--- src/sv/lru_handle_tag_cache_macros.svh ---
// assertion macros for the lru handle tag cache
`ifndef LRU_HANDLE_TAG_CACHE_MACROS_SVH
`define LRU_HANDLE_TAG_CACHE_MACROS_SVH

// same-cycle implication, checked out of reset
`define LHTC_ASSERT_IMPL(label, ante, cons) \
    label: assert property (@(posedge clk) disable iff (!rst_n) (ante) |-> (cons)) \
        else $error("lhtc assertion failed");

// next-cycle implication, checked out of reset
`define LHTC_ASSERT_NEXT(label, ante, cons) \
    label: assert property (@(posedge clk) disable iff (!rst_n) (ante) |=> (cons)) \
        else $error("lhtc assertion failed");

`endif

--- src/sv/lhtc_pkg.sv ---
// shared types and constants for the lru handle tag cache
`timescale 1ns / 1ps

package lhtc_pkg;

    localparam int TAG_W   = 32;
    localparam int STAMP_W = 64;
    localparam int SLOT_W  = 3;
    localparam int ACT_W   = 2;

    localparam logic [ACT_W-1:0] ACT_ACCESS    = 2'd0;
    localparam logic [ACT_W-1:0] ACT_INVAL_ONE = 2'd1;
    localparam logic [ACT_W-1:0] ACT_INVAL_ALL = 2'd2;

    // controller to datapath
    typedef struct packed {
        logic load;
        logic rd;
        logic finish;
    } lhtc_cmd_t;

    // datapath to controller
    typedef struct packed {
        logic scan_last;
        logic out_free;
    } lhtc_sts_t;

endpackage

--- src/sv/lru_handle_tag_cache.sv ---
// top level of the lru handle tag cache
`timescale 1ns / 1ps

// fully associative tag table with timestamp lru replacement
// input channel: in_valid/in_ready carries one request (action, file_num, open_ok)
//   action access looks the tag up, fills a victim on a miss when open_ok is set
//   action invalidate-one clears a matching entry, invalidate-all clears every entry
// output channel: out_valid/out_ready carries exactly one result per request
// each access or invalidate-one scans the entries one per cycle through the
//   tag/stamp memory read port (accept, NUM_ENTRIES reads, a drain for the
//   last read data, commit); a miss with no free entry evicts even without open_ok
// invalidate-all and the unused code go straight from accept to commit
// the result appears in the output register the cycle after commit
// a request can be accepted while the previous result still waits in the output register;
//   its commit waits until that register is free, so a stalled receiver holds the block
// reset empties every entry and clears the access counter; no clearing pass is needed
module lru_handle_tag_cache
    import lhtc_pkg::*;
#(
    parameter int NUM_ENTRIES = 8
)
(
    input  logic              clk,
    input  logic              rst_n,
    input  logic              in_valid,
    output logic              in_ready,
    input  logic [ACT_W-1:0]  action,
    input  logic [TAG_W-1:0]  file_num,
    input  logic              open_ok,
    output logic              out_valid,
    input  logic              out_ready,
    output logic              hit,
    output logic [SLOT_W-1:0] slot,
    output logic              stored,
    output logic              evicted,
    output logic [TAG_W-1:0]  evicted_index
);

    lhtc_cmd_t cmd;
    lhtc_sts_t sts;

    // sequencer: accept, scan, commit
    lhtc_ctrl u_ctrl
    (
        .clk      (clk),
        .rst_n    (rst_n),
        .in_valid (in_valid),
        .in_ready (in_ready),
        .action   (action),
        .sts      (sts),
        .cmd      (cmd)
    );

    // entry storage, lru trackers and the result register
    lhtc_dpath #(
        .NUM_ENTRIES (NUM_ENTRIES)
    ) u_dpath
    (
        .clk           (clk),
        .rst_n         (rst_n),
        .cmd           (cmd),
        .sts           (sts),
        .action        (action),
        .file_num      (file_num),
        .open_ok       (open_ok),
        .out_valid     (out_valid),
        .out_ready     (out_ready),
        .hit           (hit),
        .slot          (slot),
        .stored        (stored),
        .evicted       (evicted),
        .evicted_index (evicted_index)
    );

endmodule

--- src/sv/lhtc_ctrl.sv ---
// controller state machine for the lru handle tag cache
`timescale 1ns / 1ps

module lhtc_ctrl
    import lhtc_pkg::*;
(
    input  logic             clk,
    input  logic             rst_n,
    input  logic             in_valid,
    output logic             in_ready,
    input  logic [ACT_W-1:0] action,
    input  lhtc_sts_t        sts,
    output lhtc_cmd_t        cmd
);

    localparam logic [1:0] S_IDLE  = 2'd0;
    localparam logic [1:0] S_SCAN  = 2'd1;
    localparam logic [1:0] S_DRAIN = 2'd2;
    localparam logic [1:0] S_DONE  = 2'd3;

    logic [1:0] state_reg;
    logic [1:0] state_next;

    assign in_ready = (state_reg == S_IDLE);

    always_comb
    begin
        state_next = state_reg;
        cmd        = '0;
        unique case (state_reg)
            S_IDLE:
            begin
                if (in_valid)
                begin
                    cmd.load = 1'b1;
                    if (action == ACT_ACCESS || action == ACT_INVAL_ONE)
                        state_next = S_SCAN;
                    else
                        state_next = S_DONE;
                end
            end
            S_SCAN:
            begin
                cmd.rd = 1'b1;
                if (sts.scan_last)
                    state_next = S_DRAIN;
            end
            S_DRAIN:
            begin
                state_next = S_DONE;
            end
            S_DONE:
            begin
                if (sts.out_free)
                begin
                    cmd.finish = 1'b1;
                    state_next = S_IDLE;
                end
            end
            default:
            begin
                state_next = S_IDLE;
            end
        endcase
    end

    always_ff @(posedge clk or negedge rst_n)
    begin
        if (!rst_n)
            state_reg <= S_IDLE;
        else
            state_reg <= state_next;
    end

endmodule

--- src/sv/lhtc_dpath.sv ---
// datapath for the lru handle tag cache: tag and stamp memories, scan trackers, result register
`timescale 1ns / 1ps

`include "lru_handle_tag_cache_macros.svh"

module lhtc_dpath
    import lhtc_pkg::*;
#(
    parameter int NUM_ENTRIES = 8
)
(
    input  logic             clk,
    input  logic             rst_n,
    input  lhtc_cmd_t        cmd,
    output lhtc_sts_t        sts,
    input  logic [ACT_W-1:0] action,
    input  logic [TAG_W-1:0] file_num,
    input  logic             open_ok,
    output logic             out_valid,
    input  logic             out_ready,
    output logic             hit,
    output logic [SLOT_W-1:0] slot,
    output logic             stored,
    output logic             evicted,
    output logic [TAG_W-1:0] evicted_index
);

    localparam int IDX_W = (NUM_ENTRIES > 1) ? $clog2(NUM_ENTRIES) : 1;
    localparam logic [IDX_W-1:0] LAST_IDX = IDX_W'(NUM_ENTRIES - 1);

    // memories, no reset
    logic [TAG_W-1:0]   tag_mem   [NUM_ENTRIES];
    logic [STAMP_W-1:0] stamp_mem [NUM_ENTRIES];
    logic [TAG_W-1:0]   rd_tag_reg;
    logic [STAMP_W-1:0] rd_stamp_reg;

    logic [NUM_ENTRIES-1:0] valid_reg, valid_next;
    logic [STAMP_W-1:0]     counter_reg, counter_next;

    // held item
    logic [ACT_W-1:0] item_action_reg;
    logic [TAG_W-1:0] item_tag_reg;
    logic             item_open_reg;

    // scan control
    logic [IDX_W-1:0] addr_reg;
    logic [IDX_W-1:0] idx_reg;
    logic             pend_reg;

    // scan trackers
    logic               match_found_reg;
    logic [IDX_W-1:0]   match_idx_reg;
    logic               inv_found_reg;
    logic [IDX_W-1:0]   inv_idx_reg;
    logic               best_set_reg;
    logic [IDX_W-1:0]   best_idx_reg;
    logic [STAMP_W-1:0] best_stamp_reg;
    logic [TAG_W-1:0]   best_tag_reg;

    // result register
    logic              out_valid_reg;
    logic              out_hit_reg;
    logic [SLOT_W-1:0] out_slot_reg;
    logic              out_stored_reg;
    logic              out_evicted_reg;
    logic [TAG_W-1:0]  out_ev_idx_reg;

    // commit logic
    logic               res_hit, res_stored, res_evicted;
    logic [IDX_W-1:0]   res_slot;
    logic [TAG_W-1:0]   res_ev_idx;
    logic               tag_we, stamp_we;
    logic [IDX_W-1:0]   wr_idx;
    logic [IDX_W-1:0]   victim_idx;
    logic [STAMP_W-1:0] counter_inc;
    logic               entry_v;

    assign sts.scan_last = (addr_reg == LAST_IDX);
    assign sts.out_free  = !out_valid_reg || out_ready;

    assign victim_idx  = inv_found_reg ? inv_idx_reg : best_idx_reg;
    assign counter_inc = counter_reg + {{(STAMP_W-1){1'b0}}, 1'b1};
    assign entry_v     = valid_reg[idx_reg];

    always_comb
    begin
        res_hit      = 1'b0;
        res_slot     = '0;
        res_stored   = 1'b0;
        res_evicted  = 1'b0;
        res_ev_idx   = '0;
        valid_next   = valid_reg;
        counter_next = counter_reg;
        tag_we       = 1'b0;
        stamp_we     = 1'b0;
        wr_idx       = victim_idx;
        if (cmd.finish)
        begin
            unique case (item_action_reg)
                ACT_ACCESS:
                begin
                    if (match_found_reg)
                    begin
                        wr_idx       = match_idx_reg;
                        counter_next = counter_inc;
                        stamp_we     = 1'b1;
                        res_hit      = 1'b1;
                        res_slot     = match_idx_reg;
                        res_stored   = 1'b1;
                    end
                    else
                    begin
                        // all slots valid: evict the oldest stamp
                        if (!inv_found_reg)
                        begin
                            res_evicted        = 1'b1;
                            res_ev_idx         = best_tag_reg;
                            res_slot           = victim_idx;
                            valid_next[wr_idx] = 1'b0;
                        end
                        if (item_open_reg)
                        begin
                            counter_next       = counter_inc;
                            valid_next[wr_idx] = 1'b1;
                            tag_we             = 1'b1;
                            stamp_we           = 1'b1;
                            res_stored         = 1'b1;
                            res_slot           = victim_idx;
                        end
                    end
                end
                ACT_INVAL_ONE:
                begin
                    if (match_found_reg)
                    begin
                        wr_idx             = match_idx_reg;
                        valid_next[wr_idx] = 1'b0;
                        res_hit            = 1'b1;
                        res_slot           = match_idx_reg;
                    end
                end
                ACT_INVAL_ALL:
                begin
                    valid_next = '0;
                end
                default:
                begin
                    valid_next = valid_reg;
                end
            endcase
        end
    end

    // memory write and registered read
    always_ff @(posedge clk)
    begin
        if (tag_we)
            tag_mem[wr_idx] <= item_tag_reg;
        if (stamp_we)
            stamp_mem[wr_idx] <= counter_inc;
        if (cmd.rd)
        begin
            rd_tag_reg   <= tag_mem[addr_reg];
            rd_stamp_reg <= stamp_mem[addr_reg];
        end
    end

    // payload registers
    always_ff @(posedge clk)
    begin
        if (cmd.load)
        begin
            item_action_reg <= action;
            item_tag_reg    <= file_num;
            item_open_reg   <= open_ok;
        end
        if (cmd.rd)
            idx_reg <= addr_reg;
        if (pend_reg && entry_v && rd_tag_reg == item_tag_reg && !match_found_reg)
            match_idx_reg <= idx_reg;
        if (pend_reg && !entry_v && !inv_found_reg)
            inv_idx_reg <= idx_reg;
        if (pend_reg && entry_v && (!best_set_reg || rd_stamp_reg < best_stamp_reg))
        begin
            best_idx_reg   <= idx_reg;
            best_stamp_reg <= rd_stamp_reg;
            best_tag_reg   <= rd_tag_reg;
        end
        if (cmd.finish)
        begin
            out_hit_reg     <= res_hit;
            out_slot_reg    <= SLOT_W'(res_slot);
            out_stored_reg  <= res_stored;
            out_evicted_reg <= res_evicted;
            out_ev_idx_reg  <= res_ev_idx;
        end
    end

    // control registers
    always_ff @(posedge clk or negedge rst_n)
    begin
        if (!rst_n)
        begin
            valid_reg       <= '0;
            counter_reg     <= '0;
            addr_reg        <= '0;
            pend_reg        <= 1'b0;
            match_found_reg <= 1'b0;
            inv_found_reg   <= 1'b0;
            best_set_reg    <= 1'b0;
            out_valid_reg   <= 1'b0;
        end
        else
        begin
            valid_reg   <= valid_next;
            counter_reg <= counter_next;
            pend_reg    <= cmd.rd;
            if (cmd.load)
            begin
                addr_reg        <= '0;
                match_found_reg <= 1'b0;
                inv_found_reg   <= 1'b0;
                best_set_reg    <= 1'b0;
            end
            else
            begin
                if (cmd.rd)
                    addr_reg <= addr_reg + {{(IDX_W-1){1'b0}}, 1'b1};
                if (pend_reg && entry_v && rd_tag_reg == item_tag_reg)
                    match_found_reg <= 1'b1;
                if (pend_reg && !entry_v)
                    inv_found_reg <= 1'b1;
                if (pend_reg && entry_v)
                    best_set_reg <= 1'b1;
            end
            if (cmd.finish)
                out_valid_reg <= 1'b1;
            else if (out_ready)
                out_valid_reg <= 1'b0;
        end
    end

    assign out_valid     = out_valid_reg;
    assign hit           = out_hit_reg;
    assign slot          = out_slot_reg;
    assign stored        = out_stored_reg;
    assign evicted       = out_evicted_reg;
    assign evicted_index = out_ev_idx_reg;

    `LHTC_ASSERT_IMPL(a_hit_no_evict, out_valid_reg && out_hit_reg, !out_evicted_reg)
    `LHTC_ASSERT_NEXT(a_store_sets_valid, cmd.finish && res_stored, valid_reg[$past(wr_idx)])
    `LHTC_ASSERT_NEXT(a_counter_on_commit, !cmd.finish, $stable(counter_reg))
    `LHTC_ASSERT_IMPL(a_finish_out_free, cmd.finish, !out_valid_reg || out_ready)

endmodule
--- config.mk ---
export PLATFORM = sky130hd
export DESIGN_NAME = lru_handle_tag_cache
export DESIGN_NICKNAME = d
export VERILOG_FILES = /design/src/sv/lhtc_pkg.sv /design/src/sv/lru_handle_tag_cache.sv /design/src/sv/lhtc_ctrl.sv /design/src/sv/lhtc_dpath.sv
export VERILOG_INCLUDE_DIRS = /design/src /design/src/sv
export SDC_FILE = /design/constraint.sdc
export NUM_CORES = 1
export LEC_CHECK = 0
export BUFFER_PORTS_ARGS = -buffer_cell sky130_fd_sc_hd__buf_2
export CORE_AREA = 2 2 288 290
export CTS_CLUSTER_SIZE = 24
export DETAILED_ROUTE_END_ITERATION = 16
export DIE_AREA = 0 0 290 292
export PLACE_DENSITY = 0.8
export SLEW_MARGIN = 20
export SYNTH_ARGS = -nofsm -noshare
export SYNTH_HDL_FRONTEND = slang
export SYNTH_SLANG_ARGS = --single-unit
--- constraint.sdc ---
create_clock -name clk -period 9.9 [get_ports clk]
set_clock_uncertainty 0.2 [all_clocks]
set_input_delay 1.98 -clock clk [delete_from_list [all_inputs] [get_ports clk]]
set_output_delay 1.98 -clock clk [all_outputs]
set_load 0.1 [all_outputs]
==> results of run 1 <==
## through the flow
step | util, % | setup slack (ns) | total power, mW
after global routing | 61.2 | 4.66 | 13.3
after global placement | 56.7 | 4.51 | 8.79
final | 61.2 | 4.83 | 12.9
after CTS | 61.1 | 4.97 | 12.9
after detailed placement | 56.8 | 4.33 | 8.91
after floorplan | - | 1.08 | 8.16
## critical path, stage by stage
cell	delay, ns
buf_2	0.08
nand2b_1	0.30
nand3_1	0.33
o21ai_1	0.64
nand2_1	0.41
nor2_4	0.56
buf_4	0.80
## power by group through the flow
stage,combinational (mW),sequential [mW],clock [mW]
global placement,2.45,6.34,0
finish,2.56,6.29,4.01
CTS,2.57,6.29,4.07
floorplan,1.65,6.52,0
global route,2.74,6.34,4.25
detailed placement,2.54,6.38,0
## synthesized netlist by cell type (all sizes together), types with 3 or more instances
master / instances / area (µm²)
a2111oi: 4 / 35.0
a211oi: 4 / 30.0
a21oi: 32 / 160
a22oi: 3 / 22.5
a31oi: 8 / 50.1
and2: 41 / 257
and3: 17 / 106
and4: 11 / 96.3
buf: 25 / 124
clkbuf: 62 / 236
dfrtp: 82 / 2050
edfxtp: 1045 / 31400
ha: 73 / 913
inv: 81 / 304
mux2: 99 / 1110
mux2i: 4 / 40.0
mux4: 192 / 4320
nand2: 79 / 299
nand2b: 6 / 37.5
nand3: 37 / 198
nand4: 39 / 274
nor2: 67 / 251
nor2b: 10 / 62.6
nor3: 38 / 190
nor3b: 3 / 22.5
nor4: 14 / 124
o21a: 4 / 30.0
o21ai: 20 / 100
o221ai: 3 / 26.3
o31ai: 6 / 45.0
or3: 3 / 18.8
xnor2: 71 / 622
xor2: 87 / 762
## worst paths after layout
check / end / slack (ns)
setup / recovery: u_dpath.stamp_mem[2][48] / 4.83
hold / removal: u_dpath.best_stamp_reg[61] / 0.20
setup reg to reg: u_dpath.best_stamp_reg[53] / 5.43
hold reg to reg: u_dpath.best_stamp_reg[61] / 0.20
max in group asynchronous: u_dpath.addr_reg[0] / 7.17
min in group asynchronous: u_dpath.counter_reg[34] / 0.98
## cell type report
cell class / count / area, µm²
multi-input combinational: 1002 / 10600
timing repair buffer: 109 / 776
fill: 5315 / 31600
inverter: 81 / 304
clock inverter: 54 / 564
tap: 1070 / 1340
clock buffer: 142 / 2930
sequential: 1127 / 33400
## routing by layer
| layer | routed length, µm | GRT usage (%) |
|---|---|---|
| met1 | 36400 | 28.6 |
| met3 | 6150 | 3.92 |
| met5 | 0 | 0 |
| met4 | 2440 | 6.71 |
| met2 | 44900 | 35.7 |
## logic make-up after synthesis
group / after synthesis
buf+inv: 168
simple gates: 372
mux: 295
compound gates: 104
xor+xnor: 158
flops: 1127
fa+ha+maj: 73
==> results.yml, run 1 <==
floorplan:
  num_io_pins: 79
  die_area_um2: 84700
  core-area_um2: 81600
  fp.dieW_um: 290
  fp.dieH_um: 292
  rows: 105
  initial_core_util_pct: 54.6
placement:
  place_area_um2: 46400
  placed_cells: 3387
  dp_hpwl_mm: 49.7
  numPortBuffers: 78
  gp_congestion: 0.828
timing:
  worst_pin_slew_ns: 1.12
  drv_slew: 0
  max_freq_mhz: 197
  tns_ns: 0
  fin_crit_sh_pct: 51.2
  whs_ns: 0.205
  setup_viol: 0
  fin_crit_ns: 5.07
  finalHoldViolations: 0
  slew_headroom_pct: 25.0
  rsz0062_at_grt: "no"
min_path:
  min_from: "u_dpath.rd_stamp_reg[61]"
  hp-class: "reg2reg"
  hold_depth: 0
yosys:
  netlist_instances: 2297
  yosys_warnings: 0
  synthDistinctLibCells: 63
  synth_top_family_by_area: "multiplexers"
  synth_edf_count: 1045
  netlist_area_um2: 44500
  syn_nets: 2409
  async_flop_share_pct: 7.28
  synth_compound_area_share_pct: 1.50
  synth_xor_area_share_pct: 3.11
  synth.area.mux_share_pct: 12.3
  ys_ff_latch: 1127
  yosysSeqAreaShare_pct: 75.1
  yosys.area_share.simple_pct: 4.48
  avgSynthCellArea_um2: 19.4
  synth-adder-area-share_pct: 2.05
  ys.flop_type: "edfxtp_1"
clock_tree:
  ctsResizeCount: 0
  cts_buffer_depth: 3
  cts_tree: "built"
  htreeDepth: 3
  clkTransAtPathRegs_ns: 0.06
  clock_latency_ns: 0.69
  postCtsSetupRepairBufs: 0
  numCtsBuffers: 107
  cts_hold_buf: 0
  clock_sinks: 1127
  cts_root_buf: "clkbuf_16"
cells_and_area:
  regMostFlops: "u_dpath.stamp_mem"
  syn_to_final_growth_pct: 12.1
  mostFrequentLayoutCell: "edfxtp_1"
  fin_cells: 3585
  reg.largest.list: "u_dpath.stamp_mem (512), u_dpath.tag_mem (256)"
  finish.instance_area_um2: 49900
  antenna_cells: 0
  final_nets: 2540
  drive_gt1_share_pct: 23.2
  largest_reg_flops: 512
  layout_common_cells: "1045 x edfxtp_1, 192 x mux4_2, 107 x clkbuf_16"
power_and_ir_drop:
  p_sw_share_pct: 29.1
  p_int_mw: 9.11
  cellPowerDensity_nw_per_um2: 257
  combPwrFrac_pct: 19.9
  seqPwrFrac_pct: 48.9
  peakVddDrop_mv: 0.165
  p_switching_mw: 3.75
  power_frac_clock_pct: 31.2
  leakage_nw: 16.7
worst_setup_path:
  cp-start-kind: "primary input"
  reg2reg_from: "u_dpath.idx_reg[2]"
  critical_path_arrival_ns: 5.14
  end_kind: "flop"
  critical_path_class: "in2reg"
  cp.required_ns: 9.97
  crit_start: "out_ready"
  reg2regPathDepth: 7
  critPathMaxFanout: 49
routing:
  wire_per_inst_um: 25.1
  drtIter0Drc: 2107
  via_per_inst: 6.06
  first_pass_iters: 5
  vias: 21731
  ant_nets: 0
  wl_mm: 89.8
  drc: 0
grt:
  grt_usage_pct: 21.3
  grt_pass1_vias: 22687
  grt_pass1_wl_mm: 137
  grt_max_degree: 76
  grt_antenna_before_repair: 0
  overflow: 0
run_status:
  status: "finished clean"
run:
  cap_violations: 0
Power figures use the tool's default switching activity.
==> inputs of run 2 (changes only) <==
--- a/config.mk
+++ b/config.mk
@@ -11,7 +11,7 @@
 export CTS_CLUSTER_SIZE = 24
 export DETAILED_ROUTE_END_ITERATION = 16
 export DIE_AREA = 0 0 290 292
-export PLACE_DENSITY = 0.8
+export PLACE_DENSITY = 0.83
 export SLEW_MARGIN = 20
 export SYNTH_ARGS = -nofsm -noshare
 export SYNTH_HDL_FRONTEND = slang
==> constraint.sdc (replaced) <==
create_clock -name clk -period 4.3 [get_ports clk]
set_clock_uncertainty 0.2 [all_clocks]
set_input_delay 0.86 -clock clk [delete_from_list [all_inputs] [get_ports clk]]
set_output_delay 0.86 -clock clk [all_outputs]
set_load 0.1 [all_outputs]
==> run 2 against run 1 <==
Final cell count up 0.53%. Critical path depth grew 1. Utilization grew 0.36 points. Sequential power rose by 130%. Via count is 2.0% higher. Count of clock-buffer cells in the layout decreased by 13. Non-clock buffer count increased by 19. Global-route usage grew 1.2 points. Hold slack worse by 0.090 ns. Register-to-register slack got worse by 4.7 ns. Routed wire length grew 4.8%. Combinational power rose by 140%. Critical path type is now reg2reg. Largest power group unchanged.
==> results.yml, run 2 (synthesis results as in run 1) <==
run_status:
  status: "finished clean"
routing:
  drc: 0
  ant_nets: 0
  drtIter0Drc: 2765
  vias: 22165
  wire_per_inst_um: 26.1
  via_per_inst: 6.15
  wl_mm: 94.1
  first_pass_iters: 8
cells_and_area:
  finish.instance_area_um2: 50200
  multi_input_area_um2: 10600
  syn_to_final_growth_pct: 12.8
  antenna_cells: 0
  layout_common_cells: "1045 x edfxtp_1, 192 x mux4_2, 106 x clkbuf_16"
  mostFrequentLayoutCell: "edfxtp_1"
  seqCellArea_um2: 33400
  reg.largest.list: "u_dpath.stamp_mem (512), u_dpath.tag_mem (256)"
  drive_gt1_share_pct: 23.9
  regMostFlops: "u_dpath.stamp_mem"
  largest_reg_flops: 512
  fill_cells: 5159
  final_nets: 2558
clock_tree:
  clkTransAtPathRegs_ns: 0.06
  cts_hold_buf: 0
  clock_sinks: 1127
  numCtsBuffers: 106
  cts_tree: "built"
  postCtsSetupRepairBufs: 0
  htreeDepth: 3
  clock_latency_ns: 0.71
  cts_root_buf: "clkbuf_16"
  ctsResizeCount: 0
  cts_buffer_depth: 3
power_and_ir_drop:
  leakage_nw: 16.8
  totalPowerFinal_mw: 30.0
  peakVddDrop_mv: 0.534
  cellPowerDensity_nw_per_um2: 597
min_path:
  hp-class: "in2reg"
floorplan:
  fp.dieW_um: 290
  num_io_pins: 79
  die_area_um2: 84700
  rows: 105
  core-area_um2: 81600
  initial_core_util_pct: 54.6
  fp.dieH_um: 292
worst_setup_path:
  cp-start-kind: "flop"
  reg2reg_from: "u_dpath.rd_stamp_reg[51]"
  critPathMaxFanout: 40
  cpPeakStageDelay_ns: 0.63
  cp.depth: 8
  reg2regPathDepth: 8
  crit_slowest_cell: "a2111oi_0"
  crit_end: "u_dpath.best_stamp_reg[58]"
  critical_path_arrival_ns: 3.71
  cp_top_family: "compound AO/OA/AOI/OAI gates"
  critical_path_class: "reg2reg"
  path_cells: "ha_1 > a21oi_1 > o21ai_0 > a221oi_1 > nor3_1 > a2111oi_0 > a31o_4 > buf_12"
  r2r_slack_ns: 0.72
  timing.rr.end: "u_dpath.best_stamp_reg[58]"
  cp_num_buf_inv: 1
  cp.required_ns: 4.43
  end_kind: "flop"
  crit_start: "u_dpath.rd_stamp_reg[51]"
timing:
  fin_crit_sh_pct: 83.4
  finalHoldViolations: 0
  worst_pin_slew_ns: 1.11
  slew_headroom_pct: 25.7
  rsz0062_at_grt: "no"
  fin_crit_ns: 3.58
  max_freq_mhz: 279
  drv_slew: 0
  setup_viol: 0
run:
  cap_violations: 0
grt:
  overflow: 0
  grt_pass1_wl_mm: 143
  grt_max_degree: 66
  grt_antenna_before_repair: 0
  grt_usage_pct: 22.5
  grt_pass1_vias: 23155
placement:
  numPortBuffers: 78
  dp_hpwl_mm: 52.9
  gp_congestion: 0.855
  place_area_um2: 46700
==> run 2: how the worst min path moves through the flow <==
stage                                   from  cells after the start  slack (ns)                         end
floorplan            u_dpath.rd_stamp_reg[0]                      0        0.22   u_dpath.best_stamp_reg[0]
CTS                             file_num[13]                      1        0.08    u_dpath.item_tag_reg[13]
global placement    u_dpath.rd_stamp_reg[23]                      0        0.23  u_dpath.best_stamp_reg[23]
global route                    file_num[10]                      1        0.09    u_dpath.item_tag_reg[10]
finish                           file_num[4]                      1        0.11     u_dpath.item_tag_reg[4]
detailed placement  u_dpath.rd_stamp_reg[26]                      0        0.24  u_dpath.best_stamp_reg[26]
==> run 2: where the power goes <==
part / total [mW] / switching [mW] / internal (mW)
Sequential: 14.5 / 0.911 / 13.6
Combinational: 6.03 / 3.75 / 2.28
Clock: 9.48 / 4.11 / 5.37
Total: 30.0 / 8.78 / 21.2
==> run 2: through the flow <==
step                worst slack [ns]  utilization [%]  TNS (ns)  hold slack (ns)  std cells
floorplan                     -0.234                -    -59.87            0.217       2297
global placement               0.773             57.2         0            0.234       3408
detailed placement             0.654             57.2         0            0.241       3408
CTS                            0.759             61.6         0           0.0777       3604
global route                   0.495             61.6         0           0.0915       3604
finish                         0.715             61.6         0            0.114       3604
==> run 2: per-layer routing <==
metal	track usage, %	up-vias	part of all wire [%]
li1	-	9368	-
met1	29.6	11437	38
met2	38.4	1167	51
met5	0	-	0
met3	4.16	193	8.3
met4	7.20	0	2.7
==> run 2: final cells by class <==
| class | count | area share [%] |
|---|---|---|
| flip-flops and latches | 1127 | 66.6 |
| multi-input cells | 1002 | 21.1 |
| clock buffers | 129 | 5.45 |
| well taps | 1070 | 2.67 |
| repair buffers | 128 | 1.93 |
| clock inverters | 67 | 1.66 |
| inverters | 81 | 0.613 |
==> run 2: worst register-to-register path: stages (launching register included) <==
cell and delay (ns):
edfxtp_1 0.41, ha_1 0.33, a21oi_1 0.17, o21ai_0 0.15, a221oi_1 0.35, nor3_1 0.15, a2111oi_0 0.63, a31o_4 0.54
buf_12 0.31
